### config.mk
export PLATFORM = sky130hd
export DESIGN_NAME = apd_delay
export DESIGN_NICKNAME = d
export VERILOG_FILES = /design/src/rtl/apd_delay.sv
export SDC_FILE = /design/constraint.sdc
export NUM_CORES = 1
export LEC_CHECK = 0
export BUFFER_PORTS_ARGS = -buffer_cell sky130_fd_sc_hd__buf_2
export CAP_MARGIN = 40
export CORE_AREA = 2 2 39 41
export DETAILED_ROUTE_END_ITERATION = 10
export DIE_AREA = 0 0 41 43
export GPL_TIMING_DRIVEN = 0
export HOLD_SLACK_MARGIN = 0.05
export PLACE_DENSITY_LB_ADDON = 0.08
export SLEW_MARGIN = 20
export SYNTH_ARGS = -nofsm -noshare
export SYNTH_HDL_FRONTEND = slang
export SYNTH_SLANG_ARGS = --single-unit
### constraint.sdc
create_clock -name clk -period 0.8 [get_ports clk]
set_clock_uncertainty 0.15 [all_clocks]
set_input_delay 0.04 -clock clk [delete_from_list [all_inputs] [get_ports clk]]
set_output_delay 0.04 -clock clk [all_outputs]
set_load 0.005 [all_outputs]
### src/rtl/apd_delay.sv
`default_nettype none
// ----------------------------------------------------------------------------
// apd_delay
// Fixed-length register delay line that keeps side data level with the
// arithmetic stages.
// ----------------------------------------------------------------------------
module apd_delay #(
    parameter int WIDTH = 8,
    parameter int DEPTH = 2
) (
    input  logic             clk,
    input  logic [WIDTH-1:0] din,
    output logic [WIDTH-1:0] dout
);

    logic [WIDTH-1:0] pipe_reg [DEPTH];

    always_ff @(posedge clk)
    begin
        pipe_reg[0] <= din;
        for (int k = 1; k < DEPTH; k++)
        begin
            pipe_reg[k] <= pipe_reg[k-1];
        end
    end

    assign dout = pipe_reg[DEPTH-1];

endmodule
`default_nettype wire

==> impl_metrics.py <==
metrics = {
    "hold_path": {
        "worstHoldPathType": "flop to flop",
    },
    "critical_path": {
        "cpPeakStageDelay_ns": 0.32,
        "crit_required_ns": 0.61,
        "critical_path.max_fanout": 1,
        "critPathCaptureType": "primary output",
        "crit_path_start_kind": "flop",
        "crit_slowest_cell": "dfxtp_2",
        "path_cells": "buf_6",
        "cp_top_family": "flip-flops",
        "crit_type": "flop to primary output",
        "critical_path_buf_inv_count": 1,
        "critPathArrivalTime_ns": 0.70,
    },
    "clock_network": {
        "cts_made_buffers": 3,
        "h-tree-depth": 1,
        "cts_sinks": 16,
        "cts_tree": "yes",
        "clk_latency_ns": 0.26,
        "cts_max_path_buffers": 2,
        "cts_setup_buffers": 0,
        "root_buffer": "clkbuf_4",
        "clkTransAtPathRegs_ns": 0.08,
    },
    "sta": {
        "drv_slew": 0,
        "hold_violations": 0,
        "fin_ws_ns": -0.0885,
        "fin_crit_sh_pct": 111,
        "worstMarginPinSlew_ns": 0.0837,
        "max_freq_mhz": 1130,
        "period_needed_ns": 0.888,
        "timing.setup.tns_ns": -0.649,
        "maxSlewHeadroom_pct": 94.4,
        "finalSetupViolCount": 8,
        "rsz0062_at_grt": "true",
        "hold_ws_ns": 0.179,
    },
    "synth": {
        "synthesis.instances": 24,
        "syn_area_um2": 380,
        "synth-compound-area-share_pct": 0,
        "ys_seq_area_share_pct": 84.2,
        "synthMuxAreaShare_pct": 0,
        "synth.net_count": 33,
        "syn_area_per_cell_um2": 15.8,
        "synth_simple_gate_area_share_pct": 0,
        "synth_top_family_by_area": "buffers and inverters",
        "synth-xor-area-share_pct": 0,
        "ys_ff_latch": 16,
        "synthAdderAreaFrac_pct": 0,
        "ys_types": 2,
        "ys_warn_count": 0,
    },
    "floorplanning": {
        "io_pins": 17,
        "die_h_um": 43,
        "core_area_mm2": 0.00138,
        "initial_core_util_pct": 27.5,
        "rows": 14,
        "dieArea_mm2": 0.00176,
        "dieWidth_um": 41,
    },
    "route": {
        "wl_per_cell_um": 8.05,
        "wl_um": 475,
        "vias": 205,
        "firstDrtPassIters": 1,
        "drt_iter0_markers": 0,
        "drc": 0,
        "via_per_inst": 3.47,
        "ant_nets": 0,
    },
    "grt": {
        "grt_remaining_overflow": 0,
        "grt_pass1_vias": 191,
        "antenna_found_initial": 0,
        "grt_pass1_wl_um": 731,
        "grt_max_degree": 9,
        "grt_usage_pct": 6.99,
    },
    "cells_and_area": {
        "largest_reg_flops": 16,
        "final_cell_mix": "dlygate4sd3_1 (8), buf_2 (8), buf_6 (8), dfxtp_1 (8), dfxtp_2 (8)",
        "area_delta_synth_final_pct": 53.3,
        "layout.nets": 54,
        "diodes": 0,
        "drive_gt1_share_pct": 62.8,
        "multi_input_area_um2": 0,
        "multi_input_cells": 0,
    },
    "power": {
        "power_density_mw_per_mm2": 2280,
        "ir_worst_vdd_mv": 1.00,
        "p_leak_nw": 0.262,
    },
    "status": {
        "failed_checks": "negative setup slack",
        "status": "finished, violations left",
    },
    "flow_run": {
        "max-cap-violations": 0,
    },
    "place": {
        "port-buffer-count": 16,
        "gp_congestion": 0.466,
    },
}
stage by stage:
step / setup WS (ns) / std cells / cell area [um^2] / util, % / power (mW)
finish: -0.0885 / 59 / 583 / 42.1 / 1.33
global route: -0.128 / 59 / 583 / 42.1 / 1.41
CTS: -0.101 / 59 / 577 / 41.7 / 1.35
detailed placement: 0.0941 / 56 / 480 / 34.7 / 0.936
global placement: 0.105 / 56 / 480 / 34.7 / 0.933
floorplan: 0.217 / 24 / 380 / - / 0.896
layer usage:
metal / routed length [um] / up-vias / global-route usage (%)
met5: 0 / - / 0
met4: 0 / 0 / 8.00
met3: 38 / 0 / 3.14
met2: 263 / 9 / 9.06
met1: 173 / 93 / 7.28
li1: - / 103 / -
logic make-up after synthesis:
family	count (synthesis)
buffers and inverters	8
flip-flops	16
cells in the mapped netlist (all sizes together):
| cell type | n | area share [%] |
|---|---|---|
| buf | 8 | 16 |
| dfxtp | 16 | 84 |
cell type report:
cell class	count	area (um^2)
clock buffer	3	22.5
tap	16	20.0
fill	140	801
timing repair buffer	24	210
sequential	16	330
where the power goes:
part	internal (mW)	leakage, nW	switching [mW]
Sequential	0.843	0.135	0.0132
Clock	0.174	0.0138	0.208
Combinational	0.0751	0.113	0.0177
worst paths after layout:
check                                        startpoint                       to  slack [ns]  cells after the start
worst max-delay path            pipe_reg[0][10]$_DFF_P_                  dout[2]       -0.09                      1
worst min-delay path             pipe_reg[0][2]$_DFF_P_  pipe_reg[0][10]$_DFF_P_        0.18                      0
worst max register to register   pipe_reg[0][6]$_DFF_P_  pipe_reg[0][14]$_DFF_P_        0.25                      0
worst min register to register   pipe_reg[0][2]$_DFF_P_  pipe_reg[0][10]$_DFF_P_        0.18                      0
what timing repair did:
action                                  CTS  global route
pin swaps                                 0             0
endpoints found under the hold margin     8             0
endpoints found under the setup margin    8             8
gates resized for setup                  11             5
hold buffers                              8             0
gates cloned                              0             0
Power figures use the tool's default switching activity.
