==> src/rtl/apd_sqrt.sv <==
`default_nettype none
// ----------------------------------------------------------------------------
// apd_sqrt
// Pipelined integer square root of a 64-bit value, one result bit per stage.
// ----------------------------------------------------------------------------
module apd_sqrt (
    input  logic        clk,
    input  logic [63:0] radicand,
    output logic [31:0] root
);

    localparam int STAGES = 32;

    logic [63:0] val_reg  [STAGES-1];
    logic [34:0] rem_reg  [STAGES-1];
    logic [31:0] root_reg [STAGES];

    for (genvar j = 0; j < STAGES; j++)
    begin : g_stage
        logic [63:0] val_in;
        logic [34:0] rem_in;
        logic [31:0] root_in;
        logic [36:0] part;
        logic [36:0] trial;
        logic        fits;

        if (j == 0)
        begin : g_first
            assign val_in  = radicand;
            assign rem_in  = '0;
            assign root_in = '0;
        end
        else
        begin : g_next
            assign val_in  = val_reg[j-1];
            assign rem_in  = rem_reg[j-1];
            assign root_in = root_reg[j-1];
        end

        // Bring down the next two radicand bits and try the digit one.
        assign part  = {rem_in, val_in[63:62]};
        assign trial = {3'b000, root_in, 2'b01};
        assign fits  = part >= trial;

        always_ff @(posedge clk)
        begin
            root_reg[j] <= {root_in[30:0], fits};
        end

        if (j < STAGES - 1)
        begin : g_carry
            always_ff @(posedge clk)
            begin
                val_reg[j] <= {val_in[61:0], 2'b00};
                rem_reg[j] <= fits ? 35'(part - trial) : part[34:0];
            end
        end
    end

    assign root = root_reg[STAGES-1];

endmodule
`default_nettype wire

==> config.mk <==
export PLATFORM = sky130hd
export DESIGN_NAME = apd_sqrt
export DESIGN_NICKNAME = d
export VERILOG_FILES = /design/src/rtl/apd_sqrt.sv
export SDC_FILE = /design/constraint.sdc
export NUM_CORES = 2
export LEC_CHECK = 0
export CORE_ASPECT_RATIO = 1.25
export CORE_MARGIN = 2
export CORE_UTILIZATION = 40
export DETAILED_ROUTE_END_ITERATION = 12
export DONT_BUFFER_PORTS = 1
export GPL_ROUTABILITY_DRIVEN = 0
export SLEW_MARGIN = 20
export SYNTH_ARGS = -nofsm -noshare
export SYNTH_HDL_FRONTEND = slang
export SYNTH_SLANG_ARGS = --single-unit
==> constraint.sdc <==
create_clock -name clk -period 4.1 [get_ports clk]
set_input_delay 1.025 -clock clk [delete_from_list [all_inputs] [get_ports clk]]
set_output_delay 1.025 -clock clk [all_outputs]
set_load 0.02 [all_outputs]
==> summary.txt <==
Fin Setup TNS: 0 ns
Setup CP Type: flop to flop
fmax: 276.2 MHz
post-synthesis async set-or-reset flop share: 0
synthesized instance count: 9276
Largest register FFs: 1032
Initial Util: 0.4021
R2R Path End: rem_reg[1][381]
Post-DRT Antenna Nets: 0
antenna violations before repair: 12
worst endpoint required time: 4.83 ns
pin count of the biggest net entering global routing: 56
ratio of cells with drive above 1 in the final layout: 0.07058
drt wl/cell: 16.03 microns
HPWL Detailed: 155500 microns
Filler cells: 21620
Cell Area, Synth: 93650 sq um
GRT Overall Usage: 0.1683
Critical Path Sink Type: flop
# nets final: 10060
DR vias: 64160
Hold Worst Slack: 0.1986 ns
post_cts resized: 0
area grow syn2layout: 13.70%
main flop type after synthesis: dfxtp_1
Slew @ Worst Pin: 1.142 ns
P per Cell Area: 612.2 nW/um^2
Core Footprint: 232900 sq um
via density per instance: 5.033
status: completed
Distinct cells, synth: 95
Hold Path End: val_reg[0][61]
RSZ-0062 raised after global routing: false
Post-Syn Nets: 9903
Site Rows: 198
Die Width: 436.8 microns
synthesized area per cell: 10.10 sq um
commonest non-fill, non-tap cell in the layout: dfxtp_1
crit path DAT: 4.35 ns
# DRC: 0
Pwr Total: 0.06519 W
IO Pins: 97
Reg2Reg Launch Point: root_reg[25][4]
final setup fails: 0
FF-to-FF path depth: 11
CTS root buf: clkbuf_16
sequential-to-total area share from yosys stat: 0.5455
Final Max Slew Viols: 0
Port Buffer Count: 0
Setup crit start kind: flop
Register-to-Register Setup Slack: 0.48 ns
commonest cells after routing, fill and taps aside: dfxtp_1, inv_1, nand2_1, nor2_1, ha_1
post-layout util: 0.4572
1st-iter DRT viols: 3476
hold path depth: 0
Die Y: 545.0 microns
first-pass GRT wire length: 328100 microns
Leak Pwr: 49.00 nW
Clock Tree Buf Depth: 4
overflow left after global routing: 0
type of the most critical hold path: input port to flop
Slew HR: 0.2287
die area: 238000 sq um
vias in the first global route: 65540
maximum vdd drop: 0.4099 mV
clock-pin slew on the worst setup and hold paths: 0.06 ns
Post-CTS Hold Fix Bufs: 0
beginning of the worst hold path: radicand[61]
Routed WL: 204300 microns
setup repair bufs after CTS: 0
Final min period: 3.620 ns
Max Cap Violations: 0
CTS tree: built
TritonCTS Buffers: 267
Crit Path Max Fanout: 12
Worst Skew: 0.05223 ns
clk_lat worst skew: 0.83 ns
clock sinks: 2552
Final Hold Viols: 0
YS warnings: 0
part of the cycle the worst path needs: 0.8829
H-tree levels: 5
number of synthesized flops with an enable pin: 0
register bit total from synthesis: 2552
Detailed Routing Iterations Pass 1: 8
==> kinds of logic (layout without fill, tap and decap cells) <==
kind of cell / Yosys count / count (layout) / share of synthesized area
simple gates: 2502 / 2502 / 0.1322
compound gates: 1815 / 1815 / 0.1200
xor+xnor: 867 / 867 / 0.08109
mux: 82 / 82 / 0.009646
flops: 2552 / 2552 / 0.5455
fa+ha+maj: 562 / 562 / 0.07509
other cells: 1 / 13 / 0.00004004
buf+inv: 895 / 1254 / 0.03642
==> worst max path at each step <==
stage               cells past startpoint              from  slack (ns)               to
floorplan                              12  root_reg[25][12]        0.91  rem_reg[1][381]
detailed placement                     12  root_reg[23][23]        0.50  rem_reg[1][308]
CTS                                    11   root_reg[25][0]        0.45  rem_reg[1][381]
global route                            9  root_reg[25][22]        0.22  rem_reg[1][354]
finish                                 11   root_reg[25][4]        0.48  rem_reg[1][381]
global placement                       12  root_reg[23][22]        0.53  rem_reg[1][308]
==> cells in the mapped netlist, drive strengths merged (109+ instances only) <==
master | instances | area (sq um)
inv | 703 | 2639
nor2 | 578 | 2170
nand2b | 118 | 738.2
ha | 562 | 7032
o21ai | 504 | 2526
a21oi | 535 | 2678
or3 | 109 | 681.9
a21o | 227 | 1704
nor3 | 223 | 1126
nand3 | 159 | 800.8
xnor2 | 433 | 3792
nor4 | 145 | 919.6
xor2 | 434 | 3801
dfxtp | 2552 | 51090
clkbuf | 162 | 608.1
nand2 | 689 | 2586
==> through the flow <==
| step | cell area (sq um) | setup WS, ns | std cells |
|---|---|---|---|
| 2_1_floorplan | 93650 | 0.9149 | 9276 |
| 3_3_place_gp | 97540 | 0.5253 | 12270 |
| 3_5_place_dp | 97540 | 0.4956 | 12270 |
| 4_1_cts | 106400 | 0.4544 | 12740 |
| 5_1_grt | 106500 | 0.2170 | 12750 |
| 6_report | 106500 | 0.4799 | 12750 |
==> critical path: stages, from the launching register on <==
cell     delay (ns)
dfxtp_1        0.32
inv_1          0.04
ha_1           0.41
nand4_1        0.18
or4_1          0.64
or4_1          0.57
nand4_1        0.21
a21oi_4        0.10
or4_1          0.44
a211o_1        0.28
a31oi_1        0.17
xor2_1         0.18
==> area by class of cell <==
| class | instances | area, sq um | share of cell area |
|---|---|---|---|
| diodes | 12 | 30.03 | 0.0002820 |
| clock buffers | 359 | 7680 | 0.07213 |
| clock inverters | 111 | 1220 | 0.01146 |
| inverters | 703 | 2639 | 0.02478 |
| multi-input cells | 5829 | 39270 | 0.3688 |
| flip-flops and latches | 2552 | 51090 | 0.4798 |
| well taps | 3100 | 3879 | 0.03643 |
| repair buffers | 81 | 670.6 | 0.006299 |
==> power by group <==
part           leakage [nW]  internal [W]  switching (W)  total (W)
logic                  23.3       0.00417        0.00508    0.00925
clock network          4.37        0.0145        0.00974     0.0242
registers              21.4        0.0287        0.00301     0.0317
==> layer usage <==
| layer | up-vias | GRT usage | part of all wire |
|---|---|---|---|
| met4 | 2 | 0.1107 | 0.066 |
| met5 | - | 0 | 0.000059 |
| li1 | 32050 | - | - |
| met2 | 1532 | 0.3332 | 0.54 |
| met1 | 29930 | 0.1588 | 0.36 |
| met3 | 645 | 0.02444 | 0.038 |
Note: power is estimated with default switching activity, not from simulation.
