### config.mk
export PLATFORM = sky130hd
export DESIGN_NAME = apd_mul
export DESIGN_NICKNAME = d
export VERILOG_FILES = /design/src/rtl/apd_pkg.sv /design/src/rtl/apd_mul.sv
export SDC_FILE = /design/constraint.sdc
export NUM_CORES = 2
export LEC_CHECK = 0
export ABC_AREA = 1
export BUFFER_PORTS_ARGS = -buffer_cell sky130_fd_sc_hd__clkbuf_2
export CAP_MARGIN = 20
export CELL_PAD_IN_SITES_DETAIL_PLACEMENT = 1
export CELL_PAD_IN_SITES_GLOBAL_PLACEMENT = 2
export CORE_MARGIN = 2
export CORE_UTILIZATION = 42
export CTS_CLUSTER_DIAMETER = 120
export CTS_CLUSTER_SIZE = 25
export DETAILED_ROUTE_END_ITERATION = 8
export HOLD_SLACK_MARGIN = 0.15
export PLACE_DENSITY = 0.9
export SYNTH_ARGS = -nofsm -noshare
export SYNTH_HDL_FRONTEND = slang
export SYNTH_SLANG_ARGS = --single-unit
export TNS_END_PERCENT = 10
### constraint.sdc
create_clock -name clk -period 18.7 [get_ports clk]
set_clock_uncertainty 0.1 [all_clocks]
set_input_delay 2.805 -clock clk [delete_from_list [all_inputs] [get_ports clk]]
set_output_delay 2.805 -clock clk [all_outputs]
set_load 0.02 [all_outputs]
### src/rtl/apd_pkg.sv
`default_nettype none
// ----------------------------------------------------------------------------
// apd_pkg
// Shared types and constants for the attitude PD and rigid-body rate pipeline.
// ----------------------------------------------------------------------------
package apd_pkg;

    localparam int FIELD_W   = 32;
    localparam int WIDE_W    = 48;
    localparam int CFG_IDX_W = 3;

    // Largest magnitude of an intermediate term, 2^47 - 1.
    localparam logic [WIDE_W-1:0] WIDE_MAX = 48'h7FFF_FFFF_FFFF;

    typedef enum logic [CFG_IDX_W-1:0] {
        REG_INERTIA_X = 3'd0,
        REG_INERTIA_Y = 3'd1,
        REG_INERTIA_Z = 3'd2,
        REG_GAIN_PROP = 3'd3,
        REG_GAIN_DERIV = 3'd4
    } cfg_reg_t;

    typedef struct packed {
        logic signed [FIELD_W-1:0] quat_a;
        logic signed [FIELD_W-1:0] quat_b;
        logic signed [FIELD_W-1:0] quat_c;
        logic signed [FIELD_W-1:0] quat_d;
        logic signed [FIELD_W-1:0] omega_x;
        logic signed [FIELD_W-1:0] omega_y;
        logic signed [FIELD_W-1:0] omega_z;
        logic signed [FIELD_W-1:0] target_a;
        logic signed [FIELD_W-1:0] target_b;
        logic signed [FIELD_W-1:0] target_c;
        logic signed [FIELD_W-1:0] target_d;
    } sample_t;

    typedef struct packed {
        logic signed [FIELD_W-1:0] rate_quat_a;
        logic signed [FIELD_W-1:0] rate_quat_b;
        logic signed [FIELD_W-1:0] rate_quat_c;
        logic signed [FIELD_W-1:0] rate_quat_d;
        logic signed [FIELD_W-1:0] accel_x;
        logic signed [FIELD_W-1:0] accel_y;
        logic signed [FIELD_W-1:0] accel_z;
        logic                      zero_norm;
    } result_t;

endpackage
`default_nettype wire

### src/rtl/apd_mul.sv
`default_nettype none
// ----------------------------------------------------------------------------
// apd_mul
// Two-stage signed multiply, scaled down by a fixed shift with truncation
// towards zero and a magnitude limit of 2^47 - 1.
// ----------------------------------------------------------------------------
module apd_mul
    import apd_pkg::*;
#(
    parameter int A_W   = 33,
    parameter int B_W   = 32,
    parameter int SHIFT = 16
) (
    input  logic                     clk,
    input  logic signed [A_W-1:0]    a,
    input  logic signed [B_W-1:0]    b,
    output logic signed [WIDE_W-1:0] p
);

    localparam int LO_W = A_W / 2;
    localparam int HI_W = A_W - LO_W;
    localparam int P_W  = A_W + B_W;

    logic [A_W-1:0]        a_mag;
    logic [B_W-1:0]        b_mag;
    logic [LO_W+B_W-1:0]   lo_reg;
    logic [HI_W+B_W-1:0]   hi_reg;
    logic                  neg_reg;
    logic [P_W-1:0]        full;
    logic [P_W-1:0]        shifted;
    logic                  sat;
    logic [WIDE_W-1:0]     mag_sat;

    assign a_mag = a[A_W-1] ? $unsigned(-a) : $unsigned(a);
    assign b_mag = b[B_W-1] ? $unsigned(-b) : $unsigned(b);

    // The first operand is split in two so that each partial product stays narrow.
    always_ff @(posedge clk)
    begin
        lo_reg  <= a_mag[LO_W-1:0] * b_mag;
        hi_reg  <= a_mag[A_W-1:LO_W] * b_mag;
        neg_reg <= a[A_W-1] ^ b[B_W-1];
    end

    assign full    = {hi_reg, {LO_W{1'b0}}} + P_W'(lo_reg);
    assign shifted = full >> SHIFT;
    assign sat     = |shifted[P_W-1:WIDE_W-1];
    assign mag_sat = sat ? WIDE_MAX : {1'b0, shifted[WIDE_W-2:0]};

    always_ff @(posedge clk)
    begin
        p <= neg_reg ? -$signed(mag_sat) : $signed(mag_sat);
    end

endmodule
`default_nettype wire

==> impl_metrics.json <==
{
  "num_vias": 38400,
  "r2r_end": "p[34]",
  "grt_first_pass_wirelength_um": 248000,
  "synth_area_leaders": "fa_1 40%, nand2_1 13%, inv_1 13%",
  "synth_edf_count": 0,
  "fp.coreArea_um2": 102000,
  "cp_slowest_stage_delay_ps": 620,
  "synth_fp_nets": 7132,
  "numCtsBuffers": 17,
  "synth_area_um2": 43200,
  "crit_slowest_cell": "inv_2",
  "maxSlewHeadroom": 0.354,
  "hold_buffers": 0,
  "yosysWarnings": 0,
  "cts_buffer_depth": 2,
  "drc": 0,
  "holdCritPathClass": "flip-flop to flip-flop",
  "yosys.area.top_type_share": 0.402,
  "cp-end-kind": "flip-flop",
  "max_freq_mhz": 83.4,
  "syn_area_per_cell_um2": 7.29,
  "layout_min_cycle_time_ps": 11990,
  "period_share": 0.641,
  "setup.worst_path.start_class": "input pin",
  "wl_per_cell_um": 21.9,
  "drive_gt1_frac": 0.0557,
  "ios": 114,
  "antenna_found_initial": 4,
  "drv_cap": 0,
  "grtUsageTotal": 0.309,
  "dr.first_iter.drc_count": 2624,
  "setup-tns-final_ps": 0,
  "synth.distinct_cells": 58,
  "synth_top_area_cell": "fa_1",
  "cts_tree": "done",
  "final_nets": 7143,
  "numClockSinks": 130,
  "rows": 117,
  "grt_pass1_vias": 42400,
  "netlist_instances": 5924,
  "regArea_um2": 2600,
  "die_x_um": 325,
  "yosysSeqAreaShare": 0.0603,
  "multi_input_area_um2": 34200,
  "clockRootBuffer": "clkbuf_16",
  "post_cts_buffers": 0,
  "synthFlopType": "dfxtp_1",
  "worst_pin_slew_ps": 968,
  "dr.pass1.iters": 5,
  "clk_latency_ps": 470,
  "drtAntennaViolNets": 0,
  "die_area_um2": 105000,
  "gp_congestion": 0.948,
  "portBuffers": 113,
  "cp-endpoint": "hi_reg[48]",
  "area_growth_pct": 6.24,
  "cts_resized": 0,
  "largest_register_ffs": 49,
  "worstPathRequired_ps": 18990,
  "die_y_um": 325,
  "drt-total-wl_um": 160000,
  "critPathKind": "input pin to flip-flop",
  "grt_max_degree": 44,
  "setup_viol": 0,
  "htree_levels": 4,
  "r2r_setup_slack_ps": 13670,
  "dp_hpwl_um": 133000,
  "viasPerCell": 5.25,
  "fillCellCount": 13000,
  "startpoint": "b[0]",
  "overflow": 0,
  "cts.clk_slew.worst_paths_ps": 60,
  "drv_slew": 0,
  "rsz0062_at_grt": "no",
  "status": "finished clean",
  "finalHoldViolCount": 0,
  "synthArstFlopShare": 0,
  "initial_core_util": 0.424,
  "r2r_start": "lo_reg[16]",
  "cp_data_arrival_time_ps": 12280,
  "synth-seq-cells": 130,
  "cp_common_cell": "fa_1",
  "rr_worst_depth": 26,
  "worstPathMaxFanout": 27
}
## worst min path at each step
| stage | cells past startpoint | startpoint | slack [ps] | end |
|---|---|---|---|---|
| floorplan | 3 | hi_reg[0] | 430 | p[0] |
| global placement | 3 | hi_reg[0] | 530 | p[0] |
| detailed placement | 3 | hi_reg[0] | 530 | p[0] |
| CTS | 3 | hi_reg[0] | 550 | p[0] |
| global route | 3 | hi_reg[0] | 570 | p[0] |
| finish | 3 | hi_reg[0] | 510 | p[0] |
## placed cells by master, fill, tap and decap left out, drive strengths merged, types with 2 or more instances in the layout
master	count
o21ai	119
o221a	2
nor2	656
o21bai	9
xnor2	47
and3	6
o21a	17
dfxtp	130
fa	867
a21oi	148
o31ai	5
clkinvlp	2
buf	67
or3	2
nand4	70
o211ai	4
bufinv	3
xor2	105
nor3	47
nand3b	12
nand3	140
a31oi	18
nand2	1505
or2	21
nor4	13
clkinv	16
clkbuf	135
inv	1487
a21boi	4
a21o	3
ha	275
and2	3
## worst max-delay path: cells and delay by family
family / cells / cell delay (ps)
XOR/XNOR: 2 / 720
AO/OA/AOI/OAI: 3 / 1220
buffers and inverters: 8 / 1640
adder cells (fa/ha/maj): 8 / 3680
AND/OR/NAND/NOR: 13 / 2150
## Yosys cell counts (16+ instances only)
| master | count |
|---|---|
| o21ai_0 | 109 |
| inv_1 | 1469 |
| nand3_1 | 129 |
| nor2_2 | 16 |
| ha_1 | 275 |
| nor2_1 | 635 |
| nand2_1 | 1484 |
| nand4_1 | 68 |
| nand2_2 | 18 |
| fa_1 | 867 |
| or2_2 | 19 |
| clkbuf_1 | 151 |
| a31oi_1 | 18 |
| inv_2 | 17 |
| xor2_1 | 104 |
| dfxtp_1 | 130 |
| nor3_1 | 42 |
| xnor2_1 | 47 |
| o21a_1 | 17 |
| a21oi_1 | 146 |
## cells by family after synthesis
kind of cell | synth area share
and+or+nand+nor | 0.234
buffers and inverters | 0.149
adders and majority gates | 0.482
AOI/OAI and AO/OA | 0.0432
xor gates and xnor gates | 0.0310
DFF | 0.0603
## metal layers
metal	vias up	part of all wire	track usage
li1	17200	-	-
met1	19500	0.42	0.405
met2	1352	0.46	0.506
met3	292	0.073	0.0512
met4	4	0.047	0.130
met5	-	0.00016	0
## cell type report
class,instances,share of cell area
diodes,1,0.0000546
clock buffers,22,0.0103
clock inverters,9,0.00281
inverters,1499,0.123
multi-input cells,4107,0.747
flip-flops and latches,130,0.0568
well taps,1368,0.0373
repair buffers,180,0.0234
## through the flow
step | std cells | instance area, µm² | utilization | hold slack [ps] | worst slack (ps)
3_3_place_gp | 7283 | 45200 | 0.444 | 533 | 6140
2_1_floorplan | 5924 | 43200 | - | 432 | 8490
5_1_grt | 7315 | 45900 | 0.450 | 570 | 6110
6_report | 7316 | 45900 | 0.450 | 512 | 6710
3_5_place_dp | 7284 | 45300 | 0.444 | 531 | 6340
4_1_cts | 7315 | 45900 | 0.450 | 549 | 6800
Power is not shown: default switching activity piles up to over one toggle a cycle in this logic, so the estimate is an artifact.
