**src/rtl/apd_div.sv**
```systemverilog
`default_nettype none
// ----------------------------------------------------------------------------
// apd_div
// Pipelined restoring divider, one quotient bit per stage. The starting
// remainder must be below the divisor.
// ----------------------------------------------------------------------------
module apd_div #(
    parameter int Q_W = 32,
    parameter int D_W = 32
) (
    input  logic           clk,
    input  logic [D_W-1:0] rem_init,
    input  logic [Q_W-1:0] low_bits,
    input  logic [D_W-1:0] divisor,
    output logic [Q_W-1:0] quotient
);

    localparam int STAGES = Q_W;

    logic [D_W-1:0] rem_reg [STAGES-1];
    logic [Q_W-1:0] low_reg [STAGES-1];
    logic [D_W-1:0] dsr_reg [STAGES-1];
    logic [Q_W-1:0] quo_reg [STAGES];

    for (genvar j = 0; j < STAGES; j++)
    begin : g_stage
        logic [D_W-1:0] rem_in;
        logic [Q_W-1:0] low_in;
        logic [D_W-1:0] dsr_in;
        logic [Q_W-1:0] quo_in;
        logic [D_W:0]   part;
        logic           fits;

        if (j == 0)
        begin : g_first
            assign rem_in = rem_init;
            assign low_in = low_bits;
            assign dsr_in = divisor;
            assign quo_in = '0;
        end
        else
        begin : g_next
            assign rem_in = rem_reg[j-1];
            assign low_in = low_reg[j-1];
            assign dsr_in = dsr_reg[j-1];
            assign quo_in = quo_reg[j-1];
        end

        assign part = {rem_in, low_in[Q_W-1]};
        assign fits = part >= {1'b0, dsr_in};

        always_ff @(posedge clk)
        begin
            quo_reg[j] <= {quo_in[Q_W-2:0], fits};
        end

        if (j < STAGES - 1)
        begin : g_carry
            always_ff @(posedge clk)
            begin
                rem_reg[j] <= fits ? D_W'(part - {1'b0, dsr_in}) : part[D_W-1:0];
                low_reg[j] <= {low_in[Q_W-2:0], 1'b0};
                dsr_reg[j] <= dsr_in;
            end
        end
    end

    assign quotient = quo_reg[STAGES-1];

endmodule
`default_nettype wire
```
**config.mk**
```make
export PLATFORM = sky130hd
export DESIGN_NAME = apd_div
export DESIGN_NICKNAME = d
export VERILOG_FILES = /design/src/rtl/apd_div.sv
export SDC_FILE = /design/constraint.sdc
export NUM_CORES = 2
export LEC_CHECK = 0
export BUFFER_PORTS_ARGS = -buffer_cell sky130_fd_sc_hd__buf_2
export CAP_MARGIN = 20
export CORE_MARGIN = 4
export CORE_UTILIZATION = 50
export CTS_CLUSTER_SIZE = 24
export DETAILED_ROUTE_END_ITERATION = 12
export PLACE_DENSITY = 0.8
export SLEW_MARGIN = 20
export SYNTH_ARGS = -nofsm -noshare
export SYNTH_HDL_FRONTEND = slang
export SYNTH_SLANG_ARGS = --single-unit
export TNS_END_PERCENT = 1
```
**constraint.sdc**
```tcl
create_clock -name clk -period 3.4 [get_ports clk]
set_clock_uncertainty 0.05 [all_clocks]
set_input_delay 0.68 -clock clk [delete_from_list [all_inputs] [get_ports clk]]
set_output_delay 0.68 -clock clk [all_outputs]
set_load 0.03 [all_outputs]
```
==> out/results.txt <==
The area of the multi-input gates came out at 60,100 µm². The core area is 249,000 µm², and the maximum buffer depth of the clock tree is 4. The logs give 55 for the largest net degree at the start of global routing and 38.3% for the met2 demand-to-capacity share in global routing. The wire length per cell was 17.6 µm; the initial antenna violation count was 8.

The die covers 258,000 µm². Setup violations remaining at the end of the flow were counted as 43. Measured against its own limit, the worst slew margin works out to 57.1%.

IR analysis of the VDD net gives a maximum drop of 0.739 mV. Based on the critical path, the design can be clocked at up to 282 MHz. In this run the cell area of the synthesized design comes to 125,000 µm².

The run gives 0.979 as the routability congestion estimate from global placement. Counting both buffers and inverters, the worst setup path holds a total of 3. The register area was 60,200 µm²; the post-route clock period utilization was 104%. Worst endpoint required time: 4.18 ns.

For hold timing, the worst endpoint is rem_reg[0][2]. Counting I/O delays and the setup requirement, the final critical path takes 3.55 ns. The number of port buffers was 128.

The cell area power density works out to 1140 nW/µm². Hold is met by 0.0831 ns. Once the floorplan was initialized, standard cells occupied 50.3% of the core. The worst hold path cell count works out to 4. TritonCTS built the clock tree.

The cell family contributing the most delay on the critical path is compound AO/OA/AOI/OAI gates. Data arrives at the worst endpoint at 4.32 ns. The clock sink count came out at 3,008. The analysis attributes to cell leakage a power of 68.4 nW. The logs give 183 for the total number of placement rows and 0 for the final-report max-slew violation count.

The tools report the nature of the critical path startpoint as a flip-flop. Setup repair after global routing could not meet its margin everywhere. The share of synthesized area occupied by flip-flops and latches was 48.1%. The average instance in the mapped netlist occupies 9.70 µm². Once detailed placement completed, the half-perimeter wirelength came to 223 mm. The share of Yosys cell area claimed by the top area cell type was 48.1%. On the worst path, the slowest cell contributes a delay of 0.38 ns. The worst-path maximum fanout was 15. The detailed router placed 94,400 vias in this run. Measured along the y axis, the die boundary spans 508 µm.

The launch point of the critical path is dsr_reg[1][165]. The logs give 0 for the number of hold violations in the final report and 0 for the number of warnings issued by yosys. For flop-to-flop paths, the worst setup slack is -0.15 ns. After the first detailed-routing iteration, the DRC count stood at 6,778. The first-pass iteration count of the detailed router was 6; the area overhead of the layout relative to synthesis was 17.6%.

The first global-routing pass estimated 475 mm of wire. Fill cells in the final layout number 20,000. Before CTS, the worst setup slack after placement is -0.408 ns. The tools report the launching point of the worst reg2reg path as dsr_reg[1][165].

The run gives -0.148 ns as the worst path setup slack after routing. In this run, synthesis inferred 0 flip-flops with an integrated enable. The checks that failed: negative setup slack. The number of nets with antenna violations after detailed routing is 0, and the global-route usage over all layers is 22.5%. The number of placed I/O pins is 129. For met3 alone, demand over resource in global routing was 3.77%. Max-cap violations in this run came to 0.

The synthesized flop and latch total works out to 3,008. For the final-layout setup total negative slack, the log shows -3.96 ns. The worst register-to-register path has a depth of 14. The tools report the capture instance of the worst register-to-register path as rem_reg[11][12].

The via count of the first global-routing pass was 91,400. Clock tree synthesis selected as its root buffer the cell sky130_fd_sc_hd__clkbuf_16. Sorting the synthesized cells by area gives the leading types as sky130_fd_sc_hd__dfxtp_1 48%, sky130_fd_sc_hd__ha_1 10%, sky130_fd_sc_hd__inv_1 3.9%, sky130_fd_sc_hd__o21ai_0 3.7%, sky130_fd_sc_hd__mux2_2 3.6%.

The worst setup path is captured at a flip-flop. The global routing stage identified its most utilized layer as met2. At the pin with the least slew margin, the transition time is 0.635 ns. Clock-pin slew was measured on the worst setup and hold paths at 0.06 ns. The number of distinct library cell variants in the gate-level netlist after synthesis was 95. The total congestion overflow is 0. The startpoint identified for the worst hold timing path is rem_init[1]. The proportion of synthesized flip-flops having asynchronous set or reset works out to 0%. Walking the worst path, the cells encountered are inv_1 > ha_1 > nand2_1 > o21ai_1 > o21ai_2 > o311a_1 > o31ai_2 > buf_4 > a31oi_4 > a21oi_2 > o21ai_1 > nand2_2 > clkbuf_16 > mux2_2. Of the cells placed in the final design, the portion with a size suffix greater than 1 is 14.1%. The number of nets handed over by synthesis was 14,100. For met1 alone, demand over resource in global routing was 27.8%. The run gives 5 as the H-tree depth. On the critical path, the stage with the largest delay is an instance of sky130_fd_sc_hd__ha_1. Synthesis produced a netlist whose cell count is 12,900. Of all cell types, the one taking the most synthesized area is sky130_fd_sc_hd__dfxtp_1. The number of nets in the final layout was 15,000. The startpoint-to-endpoint class of the critical path is reg2reg. The number of clock buffers added by TritonCTS is 319. The clock reaches the later pin of the worst-skew pair after 0.96 ns. The flow ran to the end, but the final reports show violations. The worst hold path belongs to the class in2reg. In the routed layout, each cell is associated on average with a via count of 5.43.

The most frequent cell on the critical path was sky130_fd_sc_hd__o21ai_1. After detailed routing, the number of remaining DRC violations is 0. The routed design has 306 mm of wire. The horizontal die dimension is 508 µm.

The tools report the fraction of the core area covered by cells at the end of the flow as 59.1%. Main flop type after synthesis: sky130_fd_sc_hd__dfxtp_1.
==> how the worst max path moves through the flow <==
stage | to | depth (start not counted)
final | rem_reg[11][12] | 14
after global routing | rem_reg[11][29] | 14
after CTS | rem_reg[12][62] | 14
after detailed placement | rem_reg[11][34] | 13
after global placement | rem_reg[11][34] | 12
after floorplan | rem_reg[0][20] | 12
==> synthesized netlist by cell type, types with 124 or more instances <==
master	instances
sky130_fd_sc_hd__nand2_1	1021
sky130_fd_sc_hd__xnor2_1	472
sky130_fd_sc_hd__ha_1	1024
sky130_fd_sc_hd__xor2_1	350
sky130_fd_sc_hd__nand4_1	165
sky130_fd_sc_hd__inv_1	1306
sky130_fd_sc_hd__mux2_2	400
sky130_fd_sc_hd__nor2_1	598
sky130_fd_sc_hd__o21ai_0	915
sky130_fd_sc_hd__a21oi_1	856
sky130_fd_sc_hd__nand3_1	213
sky130_fd_sc_hd__dfxtp_1	3008
sky130_fd_sc_hd__o21bai_1	124
sky130_fd_sc_hd__clkbuf_1	219
sky130_fd_sc_hd__o21a_1	125
sky130_fd_sc_hd__nor2b_1	149
sky130_fd_sc_hd__a21o_1	498
sky130_fd_sc_hd__nor3_1	138
==> power by group <==
group / switching [W] / internal [W]
registers: 0.00642 / 0.0463
logic: 0.0426 / 0.0373
clock network: 0.0140 / 0.0207
==> final cells by class <==
class / instances / area share [%]
Antenna cell: 3 / 0.00510
Clock buffer: 417 / 6.04
Clock inverter: 125 / 1.08
Inverter: 1311 / 3.35
Multi-Input combinational cell: 8306 / 40.9
Sequential cell: 3008 / 40.9
Tap cell: 3330 / 2.83
Timing Repair Buffer: 879 / 4.91
==> worst reg2reg max path, stage by stage (launching register included) <==
cell	delay (ns)
sky130_fd_sc_hd__dfxtp_1	0.37
sky130_fd_sc_hd__inv_1	0.08
sky130_fd_sc_hd__ha_1	0.38
sky130_fd_sc_hd__nand2_1	0.19
sky130_fd_sc_hd__o21ai_1	0.25
sky130_fd_sc_hd__o21ai_2	0.12
sky130_fd_sc_hd__o311a_1	0.38
sky130_fd_sc_hd__o31ai_2	0.27
sky130_fd_sc_hd__buf_4	0.18
sky130_fd_sc_hd__a31oi_4	0.10
sky130_fd_sc_hd__a21oi_2	0.15
sky130_fd_sc_hd__o21ai_1	0.08
sky130_fd_sc_hd__nand2_2	0.22
sky130_fd_sc_hd__clkbuf_16	0.25
sky130_fd_sc_hd__mux2_2	0.35
==> metrics by stage <==
| stage | instances | total power [W] | area [µm²] |
|---|---|---|---|
| global route | 17400 | 0.178 | 147000 |
| global placement | 16700 | 0.127 | 134000 |
| finish | 17400 | 0.167 | 147000 |
| floorplan | 12900 | 0.106 | 125000 |
| CTS | 17400 | 0.165 | 146000 |
| detailed placement | 16700 | 0.128 | 134000 |
==> cells in the final DEF (no fill, tap or decap), types with 35 or more instances in the layout <==
cell type                       netlist  routed
sky130_fd_sc_hd__o21ai_1             25      35
sky130_fd_sc_hd__nor3_1             138     136
sky130_fd_sc_hd__a21oi_1            856     824
sky130_fd_sc_hd__o21ai_0            915     886
sky130_fd_sc_hd__dlygate4sd3_1        0      93
sky130_fd_sc_hd__clkinv_2             0      52
sky130_fd_sc_hd__mux2_2             400     392
sky130_fd_sc_hd__nor2_1             598     597
sky130_fd_sc_hd__clkbuf_16            0     327
sky130_fd_sc_hd__nand4_1            165     165
sky130_fd_sc_hd__and3_1              92      92
sky130_fd_sc_hd__buf_4                4     599
sky130_fd_sc_hd__buf_2               49     128
sky130_fd_sc_hd__mux2i_1             44      41
sky130_fd_sc_hd__o211ai_1            52      52
sky130_fd_sc_hd__dfxtp_1           3008    2984
sky130_fd_sc_hd__o21bai_1           124     121
sky130_fd_sc_hd__xnor2_1            472     472
sky130_fd_sc_hd__nand2b_1           114     111
sky130_fd_sc_hd__a21o_1             498     498
sky130_fd_sc_hd__clkbuf_1           219      48
sky130_fd_sc_hd__o31ai_1             83      71
sky130_fd_sc_hd__a31oi_1             89      79
sky130_fd_sc_hd__nor2b_1            149     145
sky130_fd_sc_hd__or3_1               48      47
sky130_fd_sc_hd__a211oi_1            79      66
sky130_fd_sc_hd__o21a_1             125     124
sky130_fd_sc_hd__and2_1              41      40
sky130_fd_sc_hd__buf_12               0      39
sky130_fd_sc_hd__clkbuf_8             0      47
sky130_fd_sc_hd__xor2_1             350     350
sky130_fd_sc_hd__nand2_1           1021    1016
sky130_fd_sc_hd__inv_1             1306    1303
sky130_fd_sc_hd__nand3_1            213     212
sky130_fd_sc_hd__ha_1              1024    1006
==> timing repair <==
item,4_1_cts,5_1_grt
hold buffers,93,0
pin swaps,15,69
hold endpoints to repair,93,0
setup buffers,13,19
endpoints found under the setup margin,329,745
gates resized for setup,62,241
cloned,5,5
==> metal layers <==
layer / wire [µm] / vias to the layer above
met5: 8 / -
met4: 15300 / 2
met3: 19500 / 882
met2: 144000 / 3200
met1: 127000 / 43900
li1: - / 46400
==> logic make-up (layout without fill, tap and decap cells) <==
group,after synthesis,count (layout),share of synthesized area [%]
AO/OA/AOI/OAI,3238,3239,16.3
flip-flops,3008,3008,48.1
AND/OR/NAND/NOR,2730,2730,10.2
buffers and inverters,1593,2732,4.85
adder cells (fa/ha/maj),1055,1055,10.7
XOR/XNOR,822,822,5.75
multiplexers,460,460,4.09
other,0,3,0
(Power assumes the default switching activity.)
